<file path="src/rtl/lea128_pkg.sv">
package lea128_pkg;

    localparam int WORD_W          = 32;
    localparam int ROUND_COUNT_DEF = 24;
    localparam int ROUND_IDX_W     = 5;
    localparam int CFG_IDX_W       = 4;

    localparam logic [CFG_IDX_W-1:0] CFG_KEY_WORD0 = CFG_IDX_W'(0);
    localparam logic [CFG_IDX_W-1:0] CFG_KEY_WORD1 = CFG_IDX_W'(1);
    localparam logic [CFG_IDX_W-1:0] CFG_KEY_WORD2 = CFG_IDX_W'(2);
    localparam logic [CFG_IDX_W-1:0] CFG_KEY_WORD3 = CFG_IDX_W'(3);

    typedef logic [3:0][WORD_W-1:0] word4_t;

    // element 0 is the first delta
    localparam word4_t LEA_DELTA = {
        32'h78df30ec, 32'h79e27c8a, 32'h44626b02, 32'hc3efe9db
    };

    typedef struct packed {
        word4_t x;    // block words
        word4_t t;    // key words for the round the next stage performs
    } lea128_stage_t;

    function automatic logic [WORD_W-1:0] rotl32(input logic [WORD_W-1:0] v,
                                                 input logic [ROUND_IDX_W-1:0] n);
        return (v << n) | (v >> (6'd32 - {1'b0, n}));
    endfunction

    // key words after the update of round r
    function automatic word4_t key_update(input word4_t t,
                                          input logic [ROUND_IDX_W-1:0] r);
        logic [WORD_W-1:0] d;
        word4_t            tn;
        d     = rotl32(LEA_DELTA[r[1:0]], r);
        tn[0] = rotl32(t[0] + d, 5'd1);
        tn[1] = rotl32(t[1] + rotl32(d, 5'd1), 5'd3);
        tn[2] = rotl32(t[2] + rotl32(d, 5'd2), 5'd6);
        tn[3] = rotl32(t[3] + rotl32(d, 5'd3), 5'd11);
        return tn;
    endfunction

    // add-rotate-xor round followed by the word rotation
    function automatic word4_t arx_round(input word4_t x, input word4_t t);
        word4_t xn;
        xn[0] = rotl32((x[0] ^ t[0]) + (x[1] ^ t[1]), 5'd9);
        xn[1] = rotl32((x[1] ^ t[2]) + (x[2] ^ t[1]), 5'd27);
        xn[2] = rotl32((x[2] ^ t[3]) + (x[3] ^ t[1]), 5'd29);
        xn[3] = x[0];
        return xn;
    endfunction

endpackage

</file>
<file path="src/rtl/lea128_entry.sv">
module lea128_entry
    import lea128_pkg::*;
(
    input  logic          aclk,
    input  logic          aresetn,
    input  word4_t        key,
    input  logic          in_valid,
    output logic          in_ready,
    input  word4_t        in_block,
    output logic          out_valid,
    input  logic          out_ready,
    output lea128_stage_t out_data
);

    logic          valid_reg;
    lea128_stage_t data_reg;
    lea128_stage_t data_next;

    assign in_ready = !valid_reg || out_ready;

    always_comb begin
        data_next.x = in_block;
        // key words for round 0, one add ahead of the first round stage
        data_next.t = key_update(key, ROUND_IDX_W'(0));
    end

    always_ff @(posedge aclk) begin
        if (!aresetn) begin
            valid_reg <= 1'b0;
        end else if (in_valid && in_ready) begin
            valid_reg <= 1'b1;
        end else if (out_ready) begin
            valid_reg <= 1'b0;
        end
    end

    always_ff @(posedge aclk) begin
        if (in_valid && in_ready) begin
            data_reg <= data_next;
        end
    end

    assign out_valid = valid_reg;
    assign out_data  = data_reg;

endmodule

</file>
<file path="config.mk">
export PLATFORM = sky130hd
export DESIGN_NAME = lea128_entry
export DESIGN_NICKNAME = d
export VERILOG_FILES = /design/src/rtl/lea128_pkg.sv /design/src/rtl/lea128_entry.sv
export SDC_FILE = /design/constraint.sdc
export NUM_CORES = 1
export LEC_CHECK = 0
export BUFFER_PORTS_ARGS = -buffer_cell sky130_fd_sc_hd__clkbuf_2
export CORE_AREA = 2 2 200 202
export CTS_BUF_LIST = sky130_fd_sc_hd__clkbuf_8
export CTS_CLUSTER_DIAMETER = 60
export CTS_CLUSTER_SIZE = 10
export DETAILED_ROUTE_END_ITERATION = 7
export DIE_AREA = 0 0 202 204
export PLACE_DENSITY_LB_ADDON = 0.15
export SLEW_MARGIN = 20
export SYNTH_ARGS = -nofsm -noshare
export SYNTH_HDL_FRONTEND = slang
export SYNTH_SLANG_ARGS = --single-unit
</file>
<file path="constraint.sdc">
create_clock -name aclk -period 25.3 [get_ports aclk]
set_clock_uncertainty 0.1 [all_clocks]
set_input_delay 6.325 -clock aclk [delete_from_list [all_inputs] [get_ports aclk]]
set_output_delay 6.325 -clock aclk [all_outputs]
set_load 0.01 [all_outputs]
</file>
==> results.md <==
* Most used cell, CP: clkbuf_2
* Setup crit start: out_ready
* Initial core utilization at a little over a quarter
* Ports at slightly above 500
* PD cells at slightly below 70 nW/um^2
* Yosys warns at 0
* Unique masters post-synth at 59
* Leakage Power at ~6.0 nW
* Crit start category: input port
* Share of the synthesized area in the top cell type at around three quarters
* WL final at 31900 um
* Worst reg2reg startpoint: out_valid$_SDFFE_PN0P_
* Min Hold Slack at 0.488 ns
* Relative slew slack at about 37%
* Post-DP HPWL at roughly 25000 um
* First-pass GRT wire length at 45800 um
* Post-synthesis sequential area ratio at around 75%
* Critical-path cell with the highest stage delay: nand2b_1
* Crit end category: output pin
* Main synth FF type: edfxtp_1
* Synth Register Bits at around 260
* Max Buffers Root-to-Sink at 3
* Post-Synthesis Cell Area at 10300 sq um
* Final ANT Viol Nets at 0
* Post-CTS setup buffer count at 0
* Hold path startpoint: out_valid$_SDFFE_PN0P_
* HP Class: register to register
* Layout cells sized above 1 at between 40% and 50%
* Vias in the first global route at 7403
* GR Overflow Total at 0
* TritonCTS clock tree: yes
* Fin. Hold Viols at 0
* CP Cell Sequence: clkbuf_2 > nand2b_1 > clkbuf_2
* Total die area at between 40000 and 50000 sq um
* Initial antenna violation count at 5
* CTS H-Tree Depth at 2
* Clk slew on worst S/H paths at roughly 0.070 ns
* Syn-to-layout area delta at 38.7%
* Tmin final at 13.15 ns
* Final setup vio count at 0
* TritonCTS Buffers at 35
* Fmax at 0.0761 GHz
* Max-slew violations at 0
* # nets final at 1462
* Unrepaired setup endpoints after global routing: no
* Crit Path Class: input port to output pin
* Syn_area_per_cell at around 16 sq um
* Setup TNS at 0 ns
* WP data arrival at between 6 and 7 ns
* Post-CTS Resized at 0
* Vias post-DR at 7316
* Fillcell total at approximately 3900
* DRT Pass-1 Iters at 4
* RePlAce Congestion at roughly 0.79
* Crit path required time at 18.88 ns
* Largest net degree at the start of global routing at 70
* Mapped Cells at around 640
* Row count at 73
* Worst path max stage delay at ~0.17 ns
* Post-synthesis net count at between 900 and 1000
* Synth top area cells: edfxtp_1 75%, xor2_1 5.0%, xnor2_1 4.4%
* Worst-Margin Slew at between 0.9 and 1 ns
* Routed wire per std cell at between 15 and 20 um
* Crit Path Max Fanout at 3
* Chip width at 202 um
* Max VDD drop at 0.0395 mV
* CTS Root Cell: clkbuf_8
* Ys async rst share at 0%
* Hold buffers post-CTS at 0
* Fin crit share at around half
* Vias per cell at between 4 and 5
* # DRC at 0
* EDFF count, synth at roughly 260
* DR iter-0 viols at about 320
* Status: finished clean
* Clk_lat worst skew at 0.56 ns
* Number of port buffers at a little over 500
* Clock sinks at roughly 260
* Core area at approximately 40000 sq um
* # Max-Cap Violations at 0
* Total GRT Usage at 14.9%
* Chip height at 204 um
* Synth area leader: edfxtp_1
## worst max-delay path, delay by kind of cell
family	cells	cell delay, ns
buffers and inverters	2	0.23
AND/OR/NAND/NOR	1	0.17
## synth_stat cells (3+ instances only)
cell type	count
nor2b_1	4
o211ai_1	4
o21ai_0	15
nand3_1	7
nor2_1	39
edfxtp_1	256
nand4_1	4
o31ai_1	4
nand4b_1	4
or2_2	4
a31oi_1	4
ha_1	4
o21ai_1	3
nand2b_1	13
xnor2_1	51
and3_1	4
or3_1	5
a21oi_1	19
inv_1	19
nor3b_1	4
and2_1	3
nor3_1	13
nor4_1	5
a211oi_1	3
nand3b_1	3
nand2_1	50
xor2_1	58
## stage by stage
stage | cell area [sq um] | setup slack, ns | util, % | instances | power (mW)
global route | 14200 | 12.14 | 36.3 | 1742 | 1.02
floorplan | 10300 | 12.19 | - | 642 | 0.576
detailed placement | 13500 | 12.16 | 34.5 | 1686 | 0.642
global placement | 13500 | 12.17 | 34.5 | 1686 | 0.640
finish | 14200 | 12.15 | 36.3 | 1745 | 0.968
CTS | 14200 | 12.16 | 36.3 | 1742 | 0.989
## worst paths after layout
path,to,depth (start not counted),slack [ns]
max,in_ready,3,12.15
min,out_valid$_SDFFE_PN0P_,2,0.49
max reg2reg,out_data[49]$_DFFE_PP_,4,22.04
min reg2reg,out_valid$_SDFFE_PN0P_,2,0.49
## layer usage
layer | track usage (%) | routed length [um] | vias up
met1 | 16.1 | 11800 | 3430
met5 | 0 | 29 | -
met4 | 5.59 | 841 | 4
li1 | - | - | 3517
met2 | 26.3 | 16200 | 313
met3 | 5.66 | 2960 | 52
## placed cells by master (no fill, tap or decap), types with 3 or more instances in the layout
| master | netlist | routed |
|---|---|---|
| clkbuf_8 | 0 | 36 |
| nor3_1 | 13 | 13 |
| o31ai_1 | 4 | 4 |
| nor3b_1 | 4 | 4 |
| nand4b_1 | 4 | 4 |
| nand3b_1 | 3 | 3 |
| nand2b_1 | 13 | 13 |
| edfxtp_1 | 256 | 256 |
| a21oi_1 | 19 | 19 |
| bufinv_16 | 0 | 4 |
| ha_1 | 4 | 4 |
| xor2_1 | 58 | 58 |
| a211oi_1 | 3 | 3 |
| inv_1 | 19 | 28 |
| nor2b_1 | 4 | 4 |
| a31oi_1 | 4 | 4 |
| diode_2 | 0 | 3 |
| and3_1 | 4 | 4 |
| xnor2_1 | 51 | 51 |
| nand4_1 | 4 | 4 |
| nand2_1 | 50 | 50 |
| o21ai_1 | 3 | 3 |
| nand3_1 | 7 | 7 |
| or3_1 | 5 | 5 |
| o21ai_0 | 15 | 15 |
| nor2_1 | 39 | 39 |
| o211ai_1 | 4 | 4 |
| clkbuf_2 | 0 | 517 |
| nor4_1 | 5 | 5 |
| or2_2 | 4 | 4 |
| buf_4 | 0 | 3 |
## layout make-up
type / count / area [sq um] / share of cell area (%)
antenna: 3 / 7.51 / 0.0527
inverter: 19 / 71.3 / 0.501
multi-input combinational: 365 / 2480 / 17.4
clock buffer: 36 / 495 / 3.48
clock inverter: 20 / 204 / 1.43
tap: 525 / 657 / 4.61
sequential: 257 / 7710 / 54.1
timing repair buffer: 520 / 2610 / 18.3
## report_power, final
part	leakage (nW)	switching [mW]	internal (mW)	total [mW]
combinational	3.14	0.0694	0.0468	0.116
sequential	2.49	0.00818	0.505	0.513
clock	0.382	0.165	0.174	0.339
total	6.01	0.242	0.726	0.968
## sequential cells by signal, summed over array words and instances (netlist names)
register   flops
out_valid      1
out_data     256
## kinds of logic after synthesis
family / Yosys count / synth area share, %
AO/OA/AOI/OAI: 80 / 5.90
XOR/XNOR: 109 / 9.30
adder cells (fa/ha/maj): 4 / 0.488
buffers and inverters: 20 / 0.732
flip-flops: 257 / 75.1
AND/OR/NAND/NOR: 172 / 8.46
Note: power is estimated with default switching activity, not from simulation.
