`src/rtl/lea128_pkg.sv`:
```
package lea128_pkg;

    localparam int WORD_W          = 32;
    localparam int ROUND_COUNT_DEF = 24;
    localparam int ROUND_IDX_W     = 5;
    localparam int CFG_IDX_W       = 4;

    localparam logic [CFG_IDX_W-1:0] CFG_KEY_WORD0 = CFG_IDX_W'(0);
    localparam logic [CFG_IDX_W-1:0] CFG_KEY_WORD1 = CFG_IDX_W'(1);
    localparam logic [CFG_IDX_W-1:0] CFG_KEY_WORD2 = CFG_IDX_W'(2);
    localparam logic [CFG_IDX_W-1:0] CFG_KEY_WORD3 = CFG_IDX_W'(3);

    typedef logic [3:0][WORD_W-1:0] word4_t;

    // element 0 is the first delta
    localparam word4_t LEA_DELTA = {
        32'h78df30ec, 32'h79e27c8a, 32'h44626b02, 32'hc3efe9db
    };

    typedef struct packed {
        word4_t x;    // block words
        word4_t t;    // key words for the round the next stage performs
    } lea128_stage_t;

    function automatic logic [WORD_W-1:0] rotl32(input logic [WORD_W-1:0] v,
                                                 input logic [ROUND_IDX_W-1:0] n);
        return (v << n) | (v >> (6'd32 - {1'b0, n}));
    endfunction

    // key words after the update of round r
    function automatic word4_t key_update(input word4_t t,
                                          input logic [ROUND_IDX_W-1:0] r);
        logic [WORD_W-1:0] d;
        word4_t            tn;
        d     = rotl32(LEA_DELTA[r[1:0]], r);
        tn[0] = rotl32(t[0] + d, 5'd1);
        tn[1] = rotl32(t[1] + rotl32(d, 5'd1), 5'd3);
        tn[2] = rotl32(t[2] + rotl32(d, 5'd2), 5'd6);
        tn[3] = rotl32(t[3] + rotl32(d, 5'd3), 5'd11);
        return tn;
    endfunction

    // add-rotate-xor round followed by the word rotation
    function automatic word4_t arx_round(input word4_t x, input word4_t t);
        word4_t xn;
        xn[0] = rotl32((x[0] ^ t[0]) + (x[1] ^ t[1]), 5'd9);
        xn[1] = rotl32((x[1] ^ t[2]) + (x[2] ^ t[1]), 5'd27);
        xn[2] = rotl32((x[2] ^ t[3]) + (x[3] ^ t[1]), 5'd29);
        xn[3] = x[0];
        return xn;
    endfunction

endpackage

```
`src/rtl/lea128_round.sv`:
```
module lea128_round
    import lea128_pkg::*;
#(
    parameter int ROUND = 0
) (
    input  logic          aclk,
    input  logic          aresetn,
    input  logic          in_valid,
    output logic          in_ready,
    input  lea128_stage_t in_data,
    output logic          out_valid,
    input  logic          out_ready,
    output lea128_stage_t out_data
);

    localparam logic [ROUND_IDX_W-1:0] NEXT_ROUND = ROUND_IDX_W'((ROUND + 1) % 32);

    logic          valid_reg;
    lea128_stage_t data_reg;
    lea128_stage_t data_next;

    assign in_ready = !valid_reg || out_ready;

    always_comb begin
        data_next.x = arx_round(in_data.x, in_data.t);
        // schedule runs one round ahead of the data path
        data_next.t = key_update(in_data.t, NEXT_ROUND);
    end

    always_ff @(posedge aclk) begin
        if (!aresetn) begin
            valid_reg <= 1'b0;
        end else if (in_valid && in_ready) begin
            valid_reg <= 1'b1;
        end else if (out_ready) begin
            valid_reg <= 1'b0;
        end
    end

    always_ff @(posedge aclk) begin
        if (in_valid && in_ready) begin
            data_reg <= data_next;
        end
    end

    assign out_valid = valid_reg;
    assign out_data  = data_reg;

endmodule

```
`config.mk`:
```
export PLATFORM = sky130hd
export DESIGN_NAME = lea128_round
export DESIGN_NICKNAME = d
export VERILOG_FILES = /design/src/rtl/lea128_pkg.sv /design/src/rtl/lea128_round.sv
export SDC_FILE = /design/constraint.sdc
export NUM_CORES = 1
export LEC_CHECK = 0
export BUFFER_PORTS_ARGS = -buffer_cell sky130_fd_sc_hd__buf_2
export CAP_MARGIN = 20
export CORE_UTILIZATION = 25
export CTS_CLUSTER_SIZE = 30
export DETAILED_ROUTE_END_ITERATION = 10
export HOLD_SLACK_MARGIN = 0.12
export PLACE_DENSITY = 0.56
export SKIP_CTS_REPAIR_TIMING = 1
export SKIP_LAST_GASP = 1
export SYNTH_ARGS = -nofsm -noshare
export SYNTH_HDL_FRONTEND = slang
export SYNTH_SLANG_ARGS = --single-unit
```
`constraint.sdc`:
```
create_clock -name aclk -period 18.6 [get_ports aclk]
set_input_delay 4.65 -clock aclk [delete_from_list [all_inputs] [get_ports aclk]]
set_output_delay 4.65 -clock aclk [all_outputs]
set_load 0.05 [all_outputs]
```
==> results of run 1 <==
cell usage after synthesis (4+ instances only):
library cell  instances
o21ai_0              63
nand2b_1             11
a31oi_1              19
o21a_1                8
clkbuf_1             50
nor2_1               85
a31oi_2               4
nand4_1              20
nand2_1             108
o31ai_1               9
a21oi_1             102
o21bai_1             11
ha_1                 97
and3_1               18
edfxtp_1            256
a21oi_2               4
o2111ai_1             5
inv_1                28
a211oi_1             23
buf_2                12
a21boi_0              7
o21ai_2               4
nor3_1               23
a41oi_1               7
a21o_1               58
and2_1               15
nor4_1                6
a31o_2                6
or2_2                 8
xor2_1              258
o21ai_1              12
nand3_1              46
xnor2_1             110
or3_1                 4
mux2i_1               6
nor2b_1              11
a2111oi_0             4
and4_1                5
o211ai_1             10
a211o_1               7
stage by stage:
stage	area (µm²)	hold WS, ns	std cells	power (mW)
after floorplan	17200	1.15	1603	1.46
after global placement	20700	0.525	2932	1.71
after detailed placement	20700	0.526	2932	1.72
after CTS	21900	0.534	2996	2.45
after global routing	21900	0.573	2996	2.54
final	21900	0.533	3000	2.42
placed cells by master (no fill, tap or decap), types with 12 or more instances in the layout:
cell	netlist	final
o21ai_0	63	63
and3_1	18	18
buf_2	12	517
o21ai_1	12	12
a211oi_1	23	23
inv_1	28	28
clkbuf_16	0	37
a21o_1	58	58
edfxtp_1	256	256
ha_1	97	97
a21oi_1	102	102
nor2_1	85	85
nor3_1	23	23
and2_1	15	14
xor2_1	258	258
xnor2_1	110	110
a31oi_1	19	19
nand4_1	20	20
nand3_1	46	46
nand2_1	108	108
power by group through the flow:
| stage | registers [mW] | logic [mW] | clock network (mW) |
|---|---|---|---|
| 2_1_floorplan | 1.05 | 0.407 | 0 |
| 6_report | 0.771 | 0.938 | 0.715 |
| 4_1_cts | 0.773 | 0.939 | 0.742 |
| 5_1_grt | 0.779 | 1.00 | 0.761 |
| 3_3_place_gp | 0.783 | 0.927 | 0 |
| 3_5_place_dp | 0.783 | 0.935 | 0 |
layout make-up:
type | count | area share
timing repair buffer | 522 | 0.120
tap | 873 | 0.0499
antenna | 4 | 0.000457
clock buffer | 48 | 0.0442
inverter | 28 | 0.00480
sequential | 257 | 0.352
clock inverter | 16 | 0.0102
multi-input combinational | 1252 | 0.419
state kept, by name, summed over array words and instances (netlist names):
register,count
out_data,256
out_valid,1
worst register-to-register path, stage by stage, from the launching register on:
cell	delay, ns
dfxtp_1	0.30
nand2b_1	0.10
and2_4	0.68
buf_4	0.83
buf_4	0.92
worst min path at each step:
stage          slack [ns]         to      start  cells after the start
2_1_floorplan        1.15  out_valid  out_valid                      2
3_3_place_gp         0.53  out_valid  out_valid                      2
3_5_place_dp         0.53  out_valid  out_valid                      2
4_1_cts              0.53  out_valid  out_valid                      2
5_1_grt              0.57  out_valid  out_valid                      2
6_report             0.53  out_valid  out_valid                      2
routing by layer:
metal / track usage / vias to the layer above
met5: 0 / -
met2: 0.302 / 615
met1: 0.233 / 6983
met3: 0.0521 / 100
li1: - / 6920
met4: 0.0514 / 28
logic make-up after synthesis:
family	count (synthesis)	synth area share
flip-flops	257	0.447
AO/OA/AOI/OAI	400	0.159
multiplexers	7	0.00414
buffers and inverters	94	0.0219
adder cells (fa/ha/maj)	100	0.0739
AND/OR/NAND/NOR	377	0.107
XOR/XNOR	368	0.187
==> results.cfg, run 1 <==
[status]
status = complete, no violations

[synth]
synth_area_per_inst_um2 = 10.8
synth_area_um2 = 17200
unique_cell_type_count_in_the_yosys_netlist = 80
flops_latches_synth = 257
ys_top_cells_by_area = edfxtp_1, xor2_1, ha_1
count_of_flip_flops_with_a_built_in_enable_after_synthesis = 256
synthFlopType = edfxtp_1
yosysTopAreaCell = edfxtp_1
synthesis.instances = 1603
fraction_of_the_yosys_area_taken_by_sequential_cells = 0.447
yosysWarningCount = 0
mappedNetlistNets = 1963
yosys.area.top_type_share = 0.446
post_synthesis_async_set_or_reset_flop_share = 0

[global_route]
grt_overflow_total = 0
grt.total_usage = 0.183
grt_start_max_net_pins = 70
first_global_vias = 14128
grt_pass1_wl_um = 94200
grt_antenna_before_repair = 19

[pwr]
leakagePower_nw = 9.22
share_seq_of_total_power = 0.318
power.combinational.fraction = 0.387
p_sw_mw = 0.964
pwr_density_cell_nw_per_um2 = 111
share_clk_of_total_power = 0.295
vdd_ir_drop_max_uv = 69.1
internal-power_mw = 1.46
power.switching_fraction = 0.398

[setup_path]
worst_path_most_repeated_cell = buf_2
critPathLaunchType = input pin
end_kind = output pin
cp_data_arrival_time_ns = 5.12
critical-path-max-stage-delay_ns = 0.22
critPathSlowestCell = buf_2
worst-path-buf-inv = 2
worst-path-max-fanout = 3
critical_path.reg2reg.endpoint = out_data[110]
cp-endpoint = in_ready
r2r_start = out_valid
path_delay_family = buffers and inverters
critical_path.startpoint = out_ready
r2r_setup_slack_ns = 15.32
worst-path-stages = 3
path_cells = buf_2 -> nand2b_1 -> buf_2
ff2ff_path_depth = 4
critical_path_required_ns = 13.95
path_class = input pin to output pin

[layout]
num-fill-cells = 6988
final-seq-area_um2 = 7710
drive_gt1_frac = 0.290
layout.core_utilization = 0.323
nets = 2457
multi_input_comb_area_um2 = 9160
areaGrowthSynthToFinish_pct = 26.9

[sta]
finalClockSkew_ns = 0.0180
drv_slew = 0
timing.final.crit_period_ns = 9.77
final-setup-viol-count = 0
worst-slew-pin-transition_ns = 0.974
timing.final.crit_share = 0.525
endpoints_failing_hold = 0
unrepaired_setup_endpoints_after_global_routing = false
slew_headroom = 0.345
fmaxAchievable_mhz = 102
fin_ws_ns = 8.83
setup-tns-final_ns = 0

[routing]
via_count = 14646
drc = 0
post_dr_vias_cell = 4.88
drt-pass1-iter-count = 5
totalWireLength_um = 66500
dr_wl_met2_um = 30700
routed_wire_length_per_instance_um = 22.2
drt_iter0_drc = 1084
maxUsedRoutingLayer = met5
m1WireLength_um = 28700
drtAntennaViolNets = 0
wl_met3_um = 5250

[placed_design]
detailedPlace.worstSlack_ns = 8.83
gp_congestion = 0.858
port_buffers = 517
place_hpwl_um = 54700

[die]
initial_core_util = 0.255
rows = 95
dieArea_um2 = 70000
dieWidth_um = 265
fp.dieH_um = 265
pin_count = 518
core_area_um2 = 67800

[cts]
tritoncts_sink_count = 257
clkSlewWorstSetupHoldPaths_ns = 0.05
cts_max_path_buffers = 3
htree_num_levels = 2
tritoncts = yes
cts_inserted_buffers = 36
clock_latency_ns = 0.55
clockRootBuffer = clkbuf_16

[min_path]
hp-class = flop to flop

[flow_run]
timing.max_cap.violations = 0
(Power assumes the default switching activity.)
==> run 2, diff against run 1 <==
--- a/config.mk
+++ b/config.mk
@@ -5,13 +5,14 @@
 export SDC_FILE = /design/constraint.sdc
 export NUM_CORES = 1
 export LEC_CHECK = 0
+export ABC_AREA = 1
 export BUFFER_PORTS_ARGS = -buffer_cell sky130_fd_sc_hd__buf_2
 export CAP_MARGIN = 20
 export CORE_UTILIZATION = 25
 export CTS_CLUSTER_SIZE = 30
 export DETAILED_ROUTE_END_ITERATION = 10
 export HOLD_SLACK_MARGIN = 0.12
-export PLACE_DENSITY = 0.56
+export PLACE_DENSITY = 0.55
 export SKIP_CTS_REPAIR_TIMING = 1
 export SKIP_LAST_GASP = 1
 export SYNTH_ARGS = -nofsm -noshare
==> constraint.sdc (replaced) <==
create_clock -name aclk -period 9.1 [get_ports aclk]
set_input_delay 2.275 -clock aclk [delete_from_list [all_inputs] [get_ports aclk]]
set_output_delay 2.275 -clock aclk [all_outputs]
set_load 0.05 [all_outputs]
==> results.cfg, run 2 <==
[status]
status = complete, no violations

[placed_design]
gp_congestion = 0.957
port_buffers = 517
detailedPlace.worstSlack_ns = 4.07
place_hpwl_um = 76200
dpl_cell_area_um2 = 24700

[cts]
clkSlewWorstSetupHoldPaths_ns = 0.06
clockRootBuffer = clkbuf_16
tritoncts = yes
cts_max_path_buffers = 3
clock_latency_ns = 0.59
htree_num_levels = 2
cts_inserted_buffers = 37
tritoncts_sink_count = 257

[sta]
fin_ws_ns = 4.08
finalClockSkew_ns = 0.0194
endpoints_failing_hold = 0
fmaxAchievable_mhz = 199
drv_slew = 0
timing.final.crit_share = 0.552
unrepaired_setup_endpoints_after_global_routing = false
slew_headroom = 0.284
timing.final.crit_period_ns = 5.02
worst-slew-pin-transition_ns = 1.07
final-setup-viol-count = 0
setup-tns-final_ns = 0

[layout]
largest_register_ff_count = 256
nets = 3763
drive_gt1_frac = 0.190
num-fill-cells = 8972
stdcell_area_um2 = 25900
final_cell_mix = nand2_1, buf_2, inv_1, xor2_1, edfxtp_1
layout.cells.most_common = nand2_1
areaGrowthSynthToFinish_pct = 23.3

[synth]
post_synthesis_async_set_or_reset_flop_share = 0
count_of_flip_flops_with_a_built_in_enable_after_synthesis = 256
unique_cell_type_count_in_the_yosys_netlist = 40
fraction_of_the_yosys_area_taken_by_sequential_cells = 0.367
synthesis.instances = 2890
yosysWarningCount = 0
post-synth-top-count-cell = nand2_1
post_synth_most_frequent_cells = nand2_1, inv_1, xor2_1
synth_area_um2 = 21000
ys_top_cells_by_area = edfxtp_1, nand2_1, xor2_1
synthFlopType = edfxtp_1
synth_area_per_inst_um2 = 7.26
yosys.area.top_type_share = 0.366
mappedNetlistNets = 3250
yosysTopAreaCell = edfxtp_1
flops_latches_synth = 257

[global_route]
grt_pass1_wl_um = 129000
grt_start_max_net_pins = 156
grt.total_usage = 0.208
grt_overflow_total = 0
grt_antenna_before_repair = 15
first_global_vias = 19384

[routing]
drt_iter0_drc = 1535
post_dr_vias_cell = 4.52
totalWireLength_um = 90400
routed_wire_length_per_instance_um = 20.1
drt-pass1-iter-count = 6
drc = 0
via_count = 20374
drtAntennaViolNets = 0

[flow_run]
timing.max_cap.violations = 0

[die]
initial_core_util = 0.254
dieArea_um2 = 85100
fp.dieH_um = 292
rows = 105
pin_count = 518
core_area_um2 = 82600
dieWidth_um = 292

[pwr]
leakagePower_nw = 13.5
vdd_ir_drop_max_uv = 123
pwr_density_cell_nw_per_um2 = 194

[setup_path]
critical_path_required_ns = 6.83
cp_data_arrival_time_ns = 2.75
end_kind = output pin
critPathLaunchType = input pin
worst-path-max-fanout = 2
path_class = input pin to output pin

[min_path]
hp-class = flop to flop
-- run 2: changes by cell type after synthesis, sizes merged, moves of 29 or more --
cell,previous run,this run
nand2,108,1010
inv,28,484
nand3,47,208
nor2,85,236
xnor2,110,19
a21o,58,7
clkbuf,52,3
o21ai,79,33
xor2,258,296
buf,14,43
-- run 2: worst max-delay path, stage by stage --
cell,delay (ns)
buf_2,0.10
inv_1,0.10
nand2_1,0.07
buf_2,0.21
-- run 2: logic make-up after synthesis --
family / Yosys count / share of synthesized area
simple gates: 1524 / 0.299
compound gates: 160 / 0.0426
xor+xnor: 315 / 0.131
fa+ha+maj: 100 / 0.0607
buf+inv: 534 / 0.0990
flops: 257 / 0.367
-- run 2: report_power, final --
| part | total [mW] | switching, mW | internal (mW) |
|---|---|---|---|
| clock network | 1.41 | 0.623 | 0.790 |
| registers | 1.57 | 0.0542 | 1.52 |
| logic | 2.04 | 1.52 | 0.523 |
| total | 5.03 | 2.20 | 2.83 |
-- run 2: metal layers --
metal  part of all wire  global-route usage  vias up
li1                   -                   -    10133
met2               0.47               0.345      683
met4              0.030              0.0651        8
met1               0.44               0.273     9432
met5            0.00062                   0        -
met3              0.067              0.0369      118
-- run 2: final cells by class --
type	instances	area [µm²]	area share
multi-input combinational	2099	11200	0.433
antenna	6	15.0	0.000580
sequential	257	7710	0.298
clock inverter	24	214	0.00826
inverter	488	1830	0.0707
timing repair buffer	520	2620	0.101
tap	1070	1340	0.0517
clock buffer	43	948	0.0366
-- run 2: per-stage QoR --
stage	cells	hold WS, ns	power (mW)	util
6_report	4507	0.553	5.03	0.313
5_1_grt	4505	0.605	5.31	0.313
4_1_cts	4501	0.557	5.09	0.313
3_5_place_dp	4434	0.553	3.64	0.299
3_3_place_gp	4434	0.538	3.64	0.299
2_1_floorplan	2890	1.14	3.00	-
-- run 2: final timing paths --
check / start / endpoint / slack [ns] / cells after the start
min: out_valid / out_valid / 0.55 / 2
max: out_ready / in_ready / 4.08 / 4
max reg2reg: out_valid / out_data[36] / 6.80 / 3
min reg2reg: out_valid / out_valid / 0.55 / 2
